[src/fms_pkg.sv]
package fms_pkg;

    // Flight mode codes
    localparam logic [1:0] MODE_GROUND    = 2'd0;
    localparam logic [1:0] MODE_MANUAL    = 2'd1;
    localparam logic [1:0] MODE_BASE      = 2'd2;
    localparam logic [1:0] MODE_PARACHUTE = 2'd3;

    // Register indexes (paddr[3:2])
    localparam logic [1:0] REG_RP_MAX    = 2'd0;
    localparam logic [1:0] REG_YAW_MAX   = 2'd1;
    localparam logic [1:0] REG_BATT_MIN  = 2'd2;
    localparam logic [1:0] REG_BATT_CHK  = 2'd3;

    // Pulse thresholds, microseconds
    localparam logic [11:0] PULSE_CENTER = 12'd1500;
    localparam logic [11:0] ARM_LEVEL    = 12'd1500;
    localparam logic [11:0] THR_ARM_LO   = 12'd1070;
    localparam logic [11:0] THR_ARM_HI   = 12'd1100;
    localparam logic [11:0] SW_HIGH      = 12'd1650;
    localparam logic [11:0] SW_MID       = 12'd1350;
    localparam logic [11:0] SW_LOW       = 12'd1000;
    localparam logic [12:0] THR_OFFSET   = 13'd1050;

    // x / 5 as (x * ceil(2^16 / 5)) >> 16, exact for x below 16384
    localparam logic [25:0] DIV5_MUL = 26'd13108;

    // Stick pulse taken apart as sign, |pulse - 1500| / 5 and remainder
    typedef struct packed {
        logic       neg;
        logic [9:0] quot;
        logic [2:0] rem;
    } stick_t;

    // floor(r * max / 5) for r = 1..4, entry r-1
    typedef logic [3:0][8:0] frac_tbl_t;

    function automatic logic [9:0] div5(input logic [11:0] x);
        logic [25:0] p;
        p = {14'd0, x} * DIV5_MUL;
        return p[25:16];
    endfunction

    function automatic stick_t stick_decode(input logic [11:0] pulse);
        logic signed [12:0] d;
        logic [11:0]        mag;
        logic [9:0]         q;
        logic [11:0]        q5;
        stick_t             s;
        d      = $signed({1'b0, pulse}) - $signed({1'b0, PULSE_CENTER});
        mag    = d[12] ? 12'(-d) : d[11:0];
        q      = div5(mag);
        q5     = {q, 2'b00} + {2'b00, q};
        s.neg  = d[12];
        s.quot = q;
        s.rem  = 3'(mag - q5);
        return s;
    endfunction

endpackage

[src/fms_scale.sv]
module fms_scale (
    input  fms_pkg::stick_t    stick,
    input  logic [8:0]         max_val,
    input  fms_pkg::frac_tbl_t frac,
    output logic signed [15:0] setpoint
);
    import fms_pkg::*;

    logic [1:0]  rem_idx;
    logic [8:0]  frac_sel;
    logic [18:0] prod;
    logic [19:0] mag;

    // |d| * max / 5 = quot * max + floor(rem * max / 5)
    always_comb
    begin
        rem_idx  = 2'(stick.rem - 3'd1);
        frac_sel = (stick.rem == 3'd0) ? 9'd0 : frac[rem_idx];
        prod     = stick.quot * max_val;
        mag      = {1'b0, prod} + {11'd0, frac_sel};
        if (!stick.neg)
        begin
            setpoint = (mag > 20'd32767) ? 16'sh7FFF : $signed(mag[15:0]);
        end
        else
        begin
            setpoint = (mag > 20'd32768) ? 16'sh8000 : $signed(16'(-mag[15:0]));
        end
    end

endmodule

[src/flight_mode_supervisor_top.sv]
// Channel  | handshake                    | word
// ---------+------------------------------+------------------------------------------
// input    | in_valid / in_stall          | six RC pulses, link, battery, base angles,
//          |                              | parachute busy flag
// result   | out_valid / out_stall        | mode, motors at min, four held setpoints
// config   | APB psel/penable/pwrite      | four registers at byte address 4*i
//
// One word per cycle sustained while the result side does not stall; input register, then result.
// The next mode and held setpoints are formed combinationally from the input register,
// and the mode step is the only feedback loop; the stick scaling is one 10x9 multiply per
// stick on that path.
// Reset (rst_n low, async) clears mode and setpoints to ground/zero and loads
// the register defaults. A stall on the result side holds the result word and
// the input register; the input side stalls only when both are full.
module flight_mode_supervisor_top (
    input  logic               clk,
    input  logic               rst_n,
    // configuration
    input  logic               psel,
    input  logic               penable,
    input  logic               pwrite,
    input  logic [3:0]         paddr,
    input  logic [31:0]        pwdata,
    output logic [31:0]        prdata,
    output logic               pready,
    // input channel
    input  logic               in_valid,
    output logic               in_stall,
    input  logic [11:0]        roll_pulse,
    input  logic [11:0]        pitch_pulse,
    input  logic [11:0]        yaw_pulse,
    input  logic [11:0]        throttle_pulse,
    input  logic [11:0]        arm_switch_pulse,
    input  logic [11:0]        mode_switch_pulse,
    input  logic               link_ok,
    input  logic [15:0]        battery_mv,
    input  logic signed [15:0] base_roll,
    input  logic signed [15:0] base_pitch,
    input  logic               parachute_busy,
    // result channel
    output logic               out_valid,
    input  logic               out_stall,
    output logic [1:0]         flight_mode,
    output logic               motors_at_min,
    output logic signed [15:0] roll_setpoint,
    output logic signed [15:0] pitch_setpoint,
    output logic signed [15:0] yaw_setpoint,
    output logic signed [12:0] throttle_setpoint
);
    import fms_pkg::*;

    // register defaults: 30 deg and 180 deg/s, fractional tables r*max/5
    localparam frac_tbl_t RP_FRAC_RST  = '{9'd24, 9'd18, 9'd12, 9'd6};
    localparam frac_tbl_t YAW_FRAC_RST = '{9'd144, 9'd108, 9'd72, 9'd36};

    // ---------------- configuration registers ----------------
    logic [7:0]  rp_max_reg;
    logic [8:0]  yaw_max_reg;
    logic [15:0] batt_min_reg;
    logic        batt_chk_reg;
    frac_tbl_t   rp_frac_reg;
    frac_tbl_t   yaw_frac_reg;
    logic        cfg_wr;

    assign pready = 1'b1;
    assign cfg_wr = psel & penable & pwrite;

    // the fractional tables are refreshed together with their register
    always_ff @(posedge clk or negedge rst_n)
    begin
        if (!rst_n)
        begin
            rp_max_reg   <= 8'd30;
            yaw_max_reg  <= 9'd180;
            batt_min_reg <= 16'd10800;
            batt_chk_reg <= 1'b1;
            rp_frac_reg  <= RP_FRAC_RST;
            yaw_frac_reg <= YAW_FRAC_RST;
        end
        else if (cfg_wr)
        begin
            unique case (paddr[3:2])
                REG_RP_MAX:
                begin
                    rp_max_reg <= pwdata[7:0];
                    for (int k = 0; k < 4; k++)
                    begin
                        rp_frac_reg[k] <= 9'(div5({4'd0, pwdata[7:0]} * 12'(k + 1)));
                    end
                end
                REG_YAW_MAX:
                begin
                    yaw_max_reg <= pwdata[8:0];
                    for (int k = 0; k < 4; k++)
                    begin
                        yaw_frac_reg[k] <= 9'(div5({3'd0, pwdata[8:0]} * 12'(k + 1)));
                    end
                end
                REG_BATT_MIN: batt_min_reg <= pwdata[15:0];
                REG_BATT_CHK: batt_chk_reg <= pwdata[0];
            endcase
        end
    end

    always_comb
    begin
        unique case (paddr[3:2])
            REG_RP_MAX:   prdata = {24'd0, rp_max_reg};
            REG_YAW_MAX:  prdata = {23'd0, yaw_max_reg};
            REG_BATT_MIN: prdata = {16'd0, batt_min_reg};
            REG_BATT_CHK: prdata = {31'd0, batt_chk_reg};
        endcase
    end

    // ---------------- handshake ----------------
    logic s1_valid_reg;
    logic s1_valid_next;
    logic out_valid_reg;
    logic out_valid_next;
    logic in_accept;
    logic advance;

    assign advance   = s1_valid_reg & (~out_valid_reg | ~out_stall);
    assign in_stall  = s1_valid_reg & ~advance;
    assign in_accept = in_valid & ~in_stall;
    assign out_valid = out_valid_reg;

    assign s1_valid_next  = in_accept | (s1_valid_reg & ~advance);
    assign out_valid_next = advance | (out_valid_reg & out_stall);

    always_ff @(posedge clk or negedge rst_n)
    begin
        if (!rst_n)
        begin
            s1_valid_reg  <= 1'b0;
            out_valid_reg <= 1'b0;
        end
        else
        begin
            s1_valid_reg  <= s1_valid_next;
            out_valid_reg <= out_valid_next;
        end
    end

    // ---------------- input register ----------------
    // sticks are pre-split into sign, /5 quotient and remainder on the way in
    stick_t             roll_st_reg;
    stick_t             pitch_st_reg;
    stick_t             yaw_st_reg;
    logic [11:0]        thr_reg;
    logic [11:0]        arm_reg;
    logic [11:0]        sw_reg;
    logic               link_reg;
    logic [15:0]        batt_reg;
    logic signed [15:0] broll_reg;
    logic signed [15:0] bpitch_reg;
    logic               busy_reg;

    always_ff @(posedge clk)
    begin
        if (in_accept)
        begin
            roll_st_reg  <= stick_decode(roll_pulse);
            pitch_st_reg <= stick_decode(pitch_pulse);
            yaw_st_reg   <= stick_decode(yaw_pulse);
            thr_reg      <= throttle_pulse;
            arm_reg      <= arm_switch_pulse;
            sw_reg       <= mode_switch_pulse;
            link_reg     <= link_ok;
            batt_reg     <= battery_mv;
            broll_reg    <= base_roll;
            bpitch_reg   <= base_pitch;
            busy_reg     <= parachute_busy;
        end
    end

    // ---------------- stick scaling ----------------
    logic signed [15:0] roll_scaled;
    logic signed [15:0] pitch_scaled;
    logic signed [15:0] yaw_scaled;

    fms_scale u_scale_roll (
        .stick    (roll_st_reg),
        .max_val  ({1'b0, rp_max_reg}),
        .frac     (rp_frac_reg),
        .setpoint (roll_scaled)
    );

    fms_scale u_scale_pitch (
        .stick    (pitch_st_reg),
        .max_val  ({1'b0, rp_max_reg}),
        .frac     (rp_frac_reg),
        .setpoint (pitch_scaled)
    );

    fms_scale u_scale_yaw (
        .stick    (yaw_st_reg),
        .max_val  (yaw_max_reg),
        .frac     (yaw_frac_reg),
        .setpoint (yaw_scaled)
    );

    // ---------------- mode step ----------------
    // mode and held setpoints double as the result register
    logic [1:0]         mode_reg;
    logic [1:0]         mode_next;
    logic               motors_reg;
    logic               motors_next;
    logic signed [15:0] roll_held_reg;
    logic signed [15:0] roll_held_next;
    logic signed [15:0] pitch_held_reg;
    logic signed [15:0] pitch_held_next;
    logic signed [15:0] yaw_held_reg;
    logic signed [15:0] yaw_held_next;
    logic signed [12:0] thr_held_reg;
    logic signed [12:0] thr_held_next;

    logic safety;
    logic arm_ok;
    logic batt_ok;
    logic thr_window;
    logic sw_above_high;
    logic sw_above_mid;
    logic sw_mid_band;
    logic sw_low_band;
    logic signed [12:0] thr_stick;

    always_comb
    begin
        safety        = (arm_reg < ARM_LEVEL) | (thr_reg < THR_ARM_LO) | ~link_reg;
        arm_ok        = (arm_reg > ARM_LEVEL) & link_reg;
        batt_ok       = (batt_reg > batt_min_reg) | ~batt_chk_reg;
        thr_window    = (thr_reg > THR_ARM_LO) & (thr_reg < THR_ARM_HI);
        sw_above_high = sw_reg > SW_HIGH;
        sw_above_mid  = sw_reg > SW_MID;
        sw_mid_band   = (sw_reg > SW_MID) & (sw_reg < SW_HIGH);
        sw_low_band   = (sw_reg > SW_LOW) & (sw_reg < SW_MID);
        thr_stick     = $signed({1'b0, thr_reg}) - $signed(THR_OFFSET);

        mode_next       = mode_reg;
        motors_next     = 1'b0;
        roll_held_next  = roll_held_reg;
        pitch_held_next = pitch_held_reg;
        yaw_held_next   = yaw_held_reg;
        thr_held_next   = thr_held_reg;

        unique case (mode_reg)
            MODE_GROUND:
            begin
                motors_next = 1'b1;
                if (arm_ok & batt_ok & thr_window)
                begin
                    mode_next = MODE_MANUAL;
                end
            end
            MODE_MANUAL:
            begin
                roll_held_next  = roll_scaled;
                pitch_held_next = pitch_scaled;
                yaw_held_next   = yaw_scaled;
                thr_held_next   = thr_stick;
                priority if (safety)        mode_next = MODE_GROUND;
                else if (sw_above_high)     mode_next = MODE_PARACHUTE;
                else if (sw_above_mid)      mode_next = MODE_BASE;
                else                        mode_next = MODE_MANUAL;
            end
            MODE_BASE:
            begin
                roll_held_next  = broll_reg;
                pitch_held_next = bpitch_reg;
                yaw_held_next   = yaw_scaled;
                thr_held_next   = thr_stick;
                priority if (safety)        mode_next = MODE_GROUND;
                else if (sw_above_high)     mode_next = MODE_PARACHUTE;
                else if (sw_low_band)       mode_next = MODE_MANUAL;
                else                        mode_next = MODE_BASE;
            end
            MODE_PARACHUTE:
            begin
                thr_held_next = thr_stick;
                // finished sequence drops to ground unless the switch says otherwise
                priority if (safety)        mode_next = MODE_GROUND;
                else if (sw_mid_band)       mode_next = MODE_BASE;
                else if (sw_low_band)       mode_next = MODE_MANUAL;
                else if (!busy_reg)         mode_next = MODE_GROUND;
                else                        mode_next = MODE_PARACHUTE;
            end
        endcase
    end

    always_ff @(posedge clk or negedge rst_n)
    begin
        if (!rst_n)
        begin
            mode_reg       <= MODE_GROUND;
            motors_reg     <= 1'b0;
            roll_held_reg  <= '0;
            pitch_held_reg <= '0;
            yaw_held_reg   <= '0;
            thr_held_reg   <= '0;
        end
        else if (advance)
        begin
            mode_reg       <= mode_next;
            motors_reg     <= motors_next;
            roll_held_reg  <= roll_held_next;
            pitch_held_reg <= pitch_held_next;
            yaw_held_reg   <= yaw_held_next;
            thr_held_reg   <= thr_held_next;
        end
    end

    assign flight_mode       = mode_reg;
    assign motors_at_min     = motors_reg;
    assign roll_setpoint     = roll_held_reg;
    assign pitch_setpoint    = pitch_held_reg;
    assign yaw_setpoint      = yaw_held_reg;
    assign throttle_setpoint = thr_held_reg;

    // ---------------- assertions ----------------
    a_motors_from_ground: assert property (@(posedge clk) disable iff (!rst_n)
        advance |=> (motors_reg == ($past(mode_reg) == MODE_GROUND)))
        else $error("motors_at_min does not match the mode the step ran in");

    a_ground_exits_manual: assert property (@(posedge clk) disable iff (!rst_n)
        (advance && mode_reg == MODE_GROUND)
        |=> (mode_reg == MODE_GROUND || mode_reg == MODE_MANUAL))
        else $error("ground mode left for something other than manual");

    a_ground_holds_setpoints: assert property (@(posedge clk) disable iff (!rst_n)
        (advance && mode_reg == MODE_GROUND)
        |=> ($stable(roll_held_reg) && $stable(pitch_held_reg)
             && $stable(yaw_held_reg) && $stable(thr_held_reg)))
        else $error("setpoints changed during a ground step");

    a_parachute_holds_attitude: assert property (@(posedge clk) disable iff (!rst_n)
        (advance && mode_reg == MODE_PARACHUTE)
        |=> ($stable(roll_held_reg) && $stable(pitch_held_reg) && $stable(yaw_held_reg)))
        else $error("attitude setpoints changed during a parachute step");

endmodule

[config.mk]
export PLATFORM = sky130hd
export DESIGN_NAME = flight_mode_supervisor_top
export DESIGN_NICKNAME = d
export VERILOG_FILES = /design/src/fms_pkg.sv /design/src/fms_scale.sv /design/src/flight_mode_supervisor_top.sv
export SDC_FILE = /design/constraint.sdc
export NUM_CORES = 2
export LEC_CHECK = 0
export ABC_AREA = 1
export BUFFER_PORTS_ARGS = -buffer_cell sky130_fd_sc_hd__buf_2
export CORE_MARGIN = 2
export CORE_UTILIZATION = 57
export CTS_CLUSTER_SIZE = 28
export DETAILED_ROUTE_END_ITERATION = 7
export GPL_ROUTABILITY_DRIVEN = 0
export PLACE_DENSITY = 0.76
export SLEW_MARGIN = 15
export SYNTH_ARGS = -nofsm -noshare
export SYNTH_HDL_FRONTEND = slang
export SYNTH_SLANG_ARGS = --single-unit
[constraint.sdc]
create_clock -name clk -period 7.85 [get_ports clk]
set_input_delay 2.355 -clock clk [delete_from_list [all_inputs] [get_ports clk]]
set_output_delay 2.355 -clock clk [all_outputs]
set_load 0.03 [all_outputs]
-- After elaboration in Yosys (flattened, before gate mapping)
Index checks and enable logic that the tools add are counted.
- RAM bits: 0
- memories kept: 0
- bits in latches: 0
- output and inout port bits: 99
- bits in read-only memories: 0
- register bits after elaboration: 295
- logic and storage cells: 179
- divide/modulo/power cells: 0
- shifts and indexed selects: 0
- $mul: 16
- magnitude comparators: 20
- multiplexer cells: 37
- bitwise gates (word level): 24
- reductions and logical operators: 16
- equality and inequality tests: 7
- add/sub/neg operators: 22
- operators with widths (operator ; number):
    2-to-1 mux 16 bit ; 9
    one-hot mux 32 bit (4 select lines) ; 1
    multiplier 12 x 12 -> 24 bit (second input constant) ; 3
    one-hot mux 16 bit (2 select lines) ; 2
    multiplier 9 x 12 -> 21 bit (second input constant) ; 3
    adder 19 x 9 -> 20 bit ; 3
    greater-than comparator 20 x 15 -> 1 bit (second input constant) ; 3
    greater-than comparator 20 x 16 -> 1 bit (second input constant) ; 3
    less-than comparator 12 x 11 -> 1 bit (second input constant) ; 5
    multiplier 8 x 12 -> 20 bit (second input constant) ; 3
    binary-select mux 9 bit (select 2 bit) ; 3
    2-to-1 mux 9 bit ; 6
    subtractor 12 x 11 -> 13 bit (second input constant) ; 4
    greater-than comparator 12 x 11 -> 1 bit (second input constant) ; 4
    negator 16 bit ; 3
    multiplier 10 x 8 -> 18 bit ; 2
    2-to-1 mux 12 bit ; 3
    negator 12 bit ; 3
    multiplier 11 x 12 -> 23 bit (second input constant) ; 1
    multiplier 10 x 12 -> 22 bit (second input constant) ; 1
    2-to-1 mux 2 bit ; 11
    multiplier 10 x 9 -> 19 bit ; 1
    greater-than comparator 16 bit ; 1
    AND reduction 2 bit ; 8
    20 further kinds ; 56

-- Logic depth before layout (Yosys ltp)
- depth in word-level cells: 9
- gate-level depth with buffers: 37
- mapped depth without buffers: 36

-- Modules after synthesis
A second synthesis with hierarchy kept.
- cells, all modules: 5586
- area total of the unflattened synthesis: 43269.0 um^2
- by module, submodules not included (module ; times used ; sequential area each (um^2) ; area an instance (um^2) ; cells each):
    flight_mode_supervisor_top ; 1 ; 7226.9 ; 28404.7 ; 3263
    fms_scale at u_scale_yaw ; 1 ; 0.0 ; 5018.6 ; 782
    fms_scale at u_scale_roll ; 1 ; 0.0 ; 4934.7 ; 754
    fms_scale at u_scale_pitch ; 1 ; 0.0 ; 4911.0 ; 787

-- Worst setup path before layout
OpenSTA, ideal clock, no wires.
- kind: input to register
- from: input pitch_pulse[2]
- to: register pitch_st_reg[2] in the netlist's numbering (data pin)
- slack: -727 ps
- path buffers: 1
- cell stages on the path: 29
- arrival: 8316 ps
- path through: ha_1 nand2_1 nand2_1 inv_1 nor2_1 nand3_1 nand2_1 a21oi_1 clkbuf_1 nand2_1 xor2_1 ha_1 fa_1 inv_1 fa_1 inv_1 fa_1 fa_1 ha_1 nand2_1 nor2_1 nand2_1 o31ai_1 xor2_1 ha_1 fa_1 xor2_1 xor2_1 xnor2_1
- longest elaborated chain between the ends: 6
- RTL lines (what ; line ; source):
    start, declared ; flight_mode_supervisor_top.sv:30 ; input logic [11:0] pitch_pulse,
    subtractor 12 x 11 -> 13 bit (*) ; fms_pkg.sv:50 ; d = $signed({1'b0, pulse}) - $signed({1'b0, PULSE_CENTER});
    negator 12 bit ; fms_pkg.sv:51 ; mag = d[12] ? 12'(-d) : d[11:0];
    2-to-1 mux 12 bit (*) ; fms_pkg.sv:51 ;
    multiplier 12 x 12 -> 24 bit ; fms_pkg.sv:40 ; p = {14'd0, x} * DIV5_MUL;
    adder 3 bit ; fms_pkg.sv:53 ; q5 = {q, 2'b00} + {2'b00, q};
    subtractor 3 bit (*) ; fms_pkg.sv:56 ; s.rem = 3'(mag - q5);
    end signal, assigned ; flight_mode_supervisor_top.sv:164 ; pitch_st_reg <= stick_decode(pitch_pulse);
    end, declared ; flight_mode_supervisor_top.sv:148 ; stick_t pitch_st_reg;
Every way passes the cells marked *; elsewhere a longest branch is shown, timed or not.
A chain may end at the register's enable or synchronous reset.

-- Final worst setup path
- from: input pitch_pulse[3]
- to: register pitch_st_reg[2] in the netlist's numbering (data pin)
Same word-level chain as after synthesis.

==> flow_summary.ini <==
[detailed_routing]
drc = 0
wl_per_cell_um = 15.2
ant_nets = 0
routed_wl_um = 94700
via_count = 32800
drt_first_pass_iters = 5
viasPerCell = 5.25
first_iter_violations = 1959

[critical_path]
slowest_stage = fa_1
critPathRequiredTime_ns = 8.17
start_kind = input port
crit_fanout = 4
crit_type = in2reg
arrival_ns = 8.00
endpoint_kind = flop
critical_path.max_stage_delay_ns = 0.50
cp_common_cell = fa_1

[floorplanning]
rows = 95
start_util_pct = 57.9
die-area_um2 = 70600
coreArea_um2 = 67500
die_height_um = 266
dieWidth_um = 266
ios = 264

[place]
dp_hpwl_um = 78800
portBuffers = 228
placed_cell_area_um2 = 43900
place_worst_setup_slack_ns = -0.639

[clock_network]
clkTransAtPathRegs_ns = 0.06
cts_tree = built
postCtsHoldBufs = 0
clock_latency_ns = 0.59
clock_path_buffers = 3
numCtsBuffers = 30
htree_levels = 1
cts_sinks = 262
root_buffer = clkbuf_16

[layout]
nets = 6531
post-route-cell-area_um2 = 45500
regArea_um2 = 7230
fill_cells = 5425
multi_input_area_um2 = 28600
syn_to_final_growth_pct = 16.4
largest_reg_flops = 18
drive_above_1_share_pct = 16.7

[synth]
avgSynthCellArea_um2 = 8.07
synth_area_leader_cell = ha_1
synth_edf_count = 128
synth_fa_ha_area_share_pct = 40.3
synth.mux.area_fraction_pct = 0
yosysTopAreaCellShare_pct = 21.0
synth_xor_area_share_pct = 3.75
synth_most_common_cell = nand2_1
synth_top_family_by_area = adder cells
synthSimpleGateAreaFrac_pct = 18.8
synth_cell_type_count = 64
yosys_warnings = 0
ys.flop_type = edfxtp_1
synth_compound_gate_area_share_pct = 7.35
synth_common_cells = nand2_1 (1078), inv_1 (1014), ha_1 (657), fa_1 (375), nor2_1 (291)
synth_cells = 4842
synth-seq-cells = 262
seq_area_frac_synth_pct = 18.5
async_flop_share_pct = 51.1
synth_area_leaders = ha_1 (21%), fa_1 (19%), nand2_1 (10%), edfxtp_1 (9.8%), inv_1 (9.7%)
syn-cell-area_um2 = 39100

[sta]
timing.final.hold_violations = 0
finalMaxSlewViolations = 0
tightestPinTransition_ns = 0.887
setup_ws_ns = 0.175
skew_ns = 0.0186
slew_headroom_pct = 40.7
timing.final.crit_share_pct = 97.8
tns_ns = 0
min_period_ns = 7.67
fmax_ghz = 0.130
rsz0062_at_grt = yes
finalSetupViolCount = 0

[global_routing]
grt_pass1_wl_um = 156000
grt_pass1_vias = 32800
grt_max_degree = 84
grt_overflow = 0
grt_usage_pct = 26.7
grt_antenna_before_repair = 7

[status]
status = finished, final reports clean

[min_path]
hold_class = reg2reg

[run]
maxCapViolations = 0
## logic make-up (layout without fill, tap and decap cells)
family,after synthesis,in the layout
xor gates and xnor gates,164,164
and+or+nand+nor,1749,1749
AOI/OAI and AO/OA,490,490
other,2,20
DFF,262,262
adders and majority gates,1032,1032
buffers and inverters,1143,1644
## per-stage QoR
step | cells | hold WS [ns] | utilization [%]
finish | 6234 | 0.475 | 67.4
global route | 6234 | 0.482 | 67.4
CTS | 6219 | 0.477 | 66.5
detailed placement | 6163 | 0.460 | 65.0
global placement | 6163 | 0.457 | 65.0
floorplan | 4857 | 0.448 | -
## cells in the final DEF, fill, tap and decap left out, drive strengths merged, types with 6 or more instances in the layout
cell type  instances
nand2           1098
inv             1022
ha               657
buf              561
fa               375
nor2             304
a21oi            208
nand3            205
o21ai            152
edfxtp           128
xor2             124
dfrtp            110
nand4             50
xnor2             40
clkbuf            36
nor3              34
o21bai            29
or2               27
dfstp             24
o22ai             21
conb              17
nand3b            16
clkinv            16
a31oi             15
a21o              11
o31ai             11
o221ai             8
nor3b              8
o211ai             7
clkinvlp           6
a21boi             6
## layer usage
metal	track usage [%]	part of all wire, %
met5	0	0.014
met4	7.12	2.5
met3	3.20	6.0
met2	45.2	47
met1	36.2	45
## worst max-delay path: cells and delay by family
kind / cells / cell delay (ns)
compound gates: 2 / 0.42
xor+xnor: 5 / 0.78
fa+ha+maj: 9 / 3.19
buf+inv: 7 / 0.64
simple gates: 9 / 0.61
## worst paths after layout
kind	startpoint	endpoint	slack, ns	depth (start not counted)
setup / recovery	pitch_pulse[3]	pitch_st_reg[2]	0.18	32
hold / removal	roll_setpoint[8]	roll_setpoint[8]	0.47	2
setup reg to reg	rp_max_reg[4]	pitch_setpoint[9]	1.46	26
hold reg to reg	roll_setpoint[8]	roll_setpoint[8]	0.47	2
max in group asynchronous	rst_n	rp_frac_reg[32]	4.74	2
min in group asynchronous	rst_n	throttle_setpoint[5]	1.76	1
## timing repair
item,in CTS,in global routing
pin swaps,0,85
resized for setup,2,91
setup endpoints to repair,2,23
buffers inserted,0,12
cloned,0,0
hold endpoints to repair,0,0
## area by class of cell
cell class                 count  share of cell area, %
antenna                        3                 0.0165
tap                          873                   2.40
clock inverter                20                  0.473
multi-input combinational   3452                   62.8
inverter                    1027                   8.50
timing repair buffer         561                   8.13
sequential                   262                   15.9
clock buffer                  36                   1.75
Power is left out: the tool's default activity adds up to more than one toggle a clock period on the data nets, which glitch-free logic cannot reach.
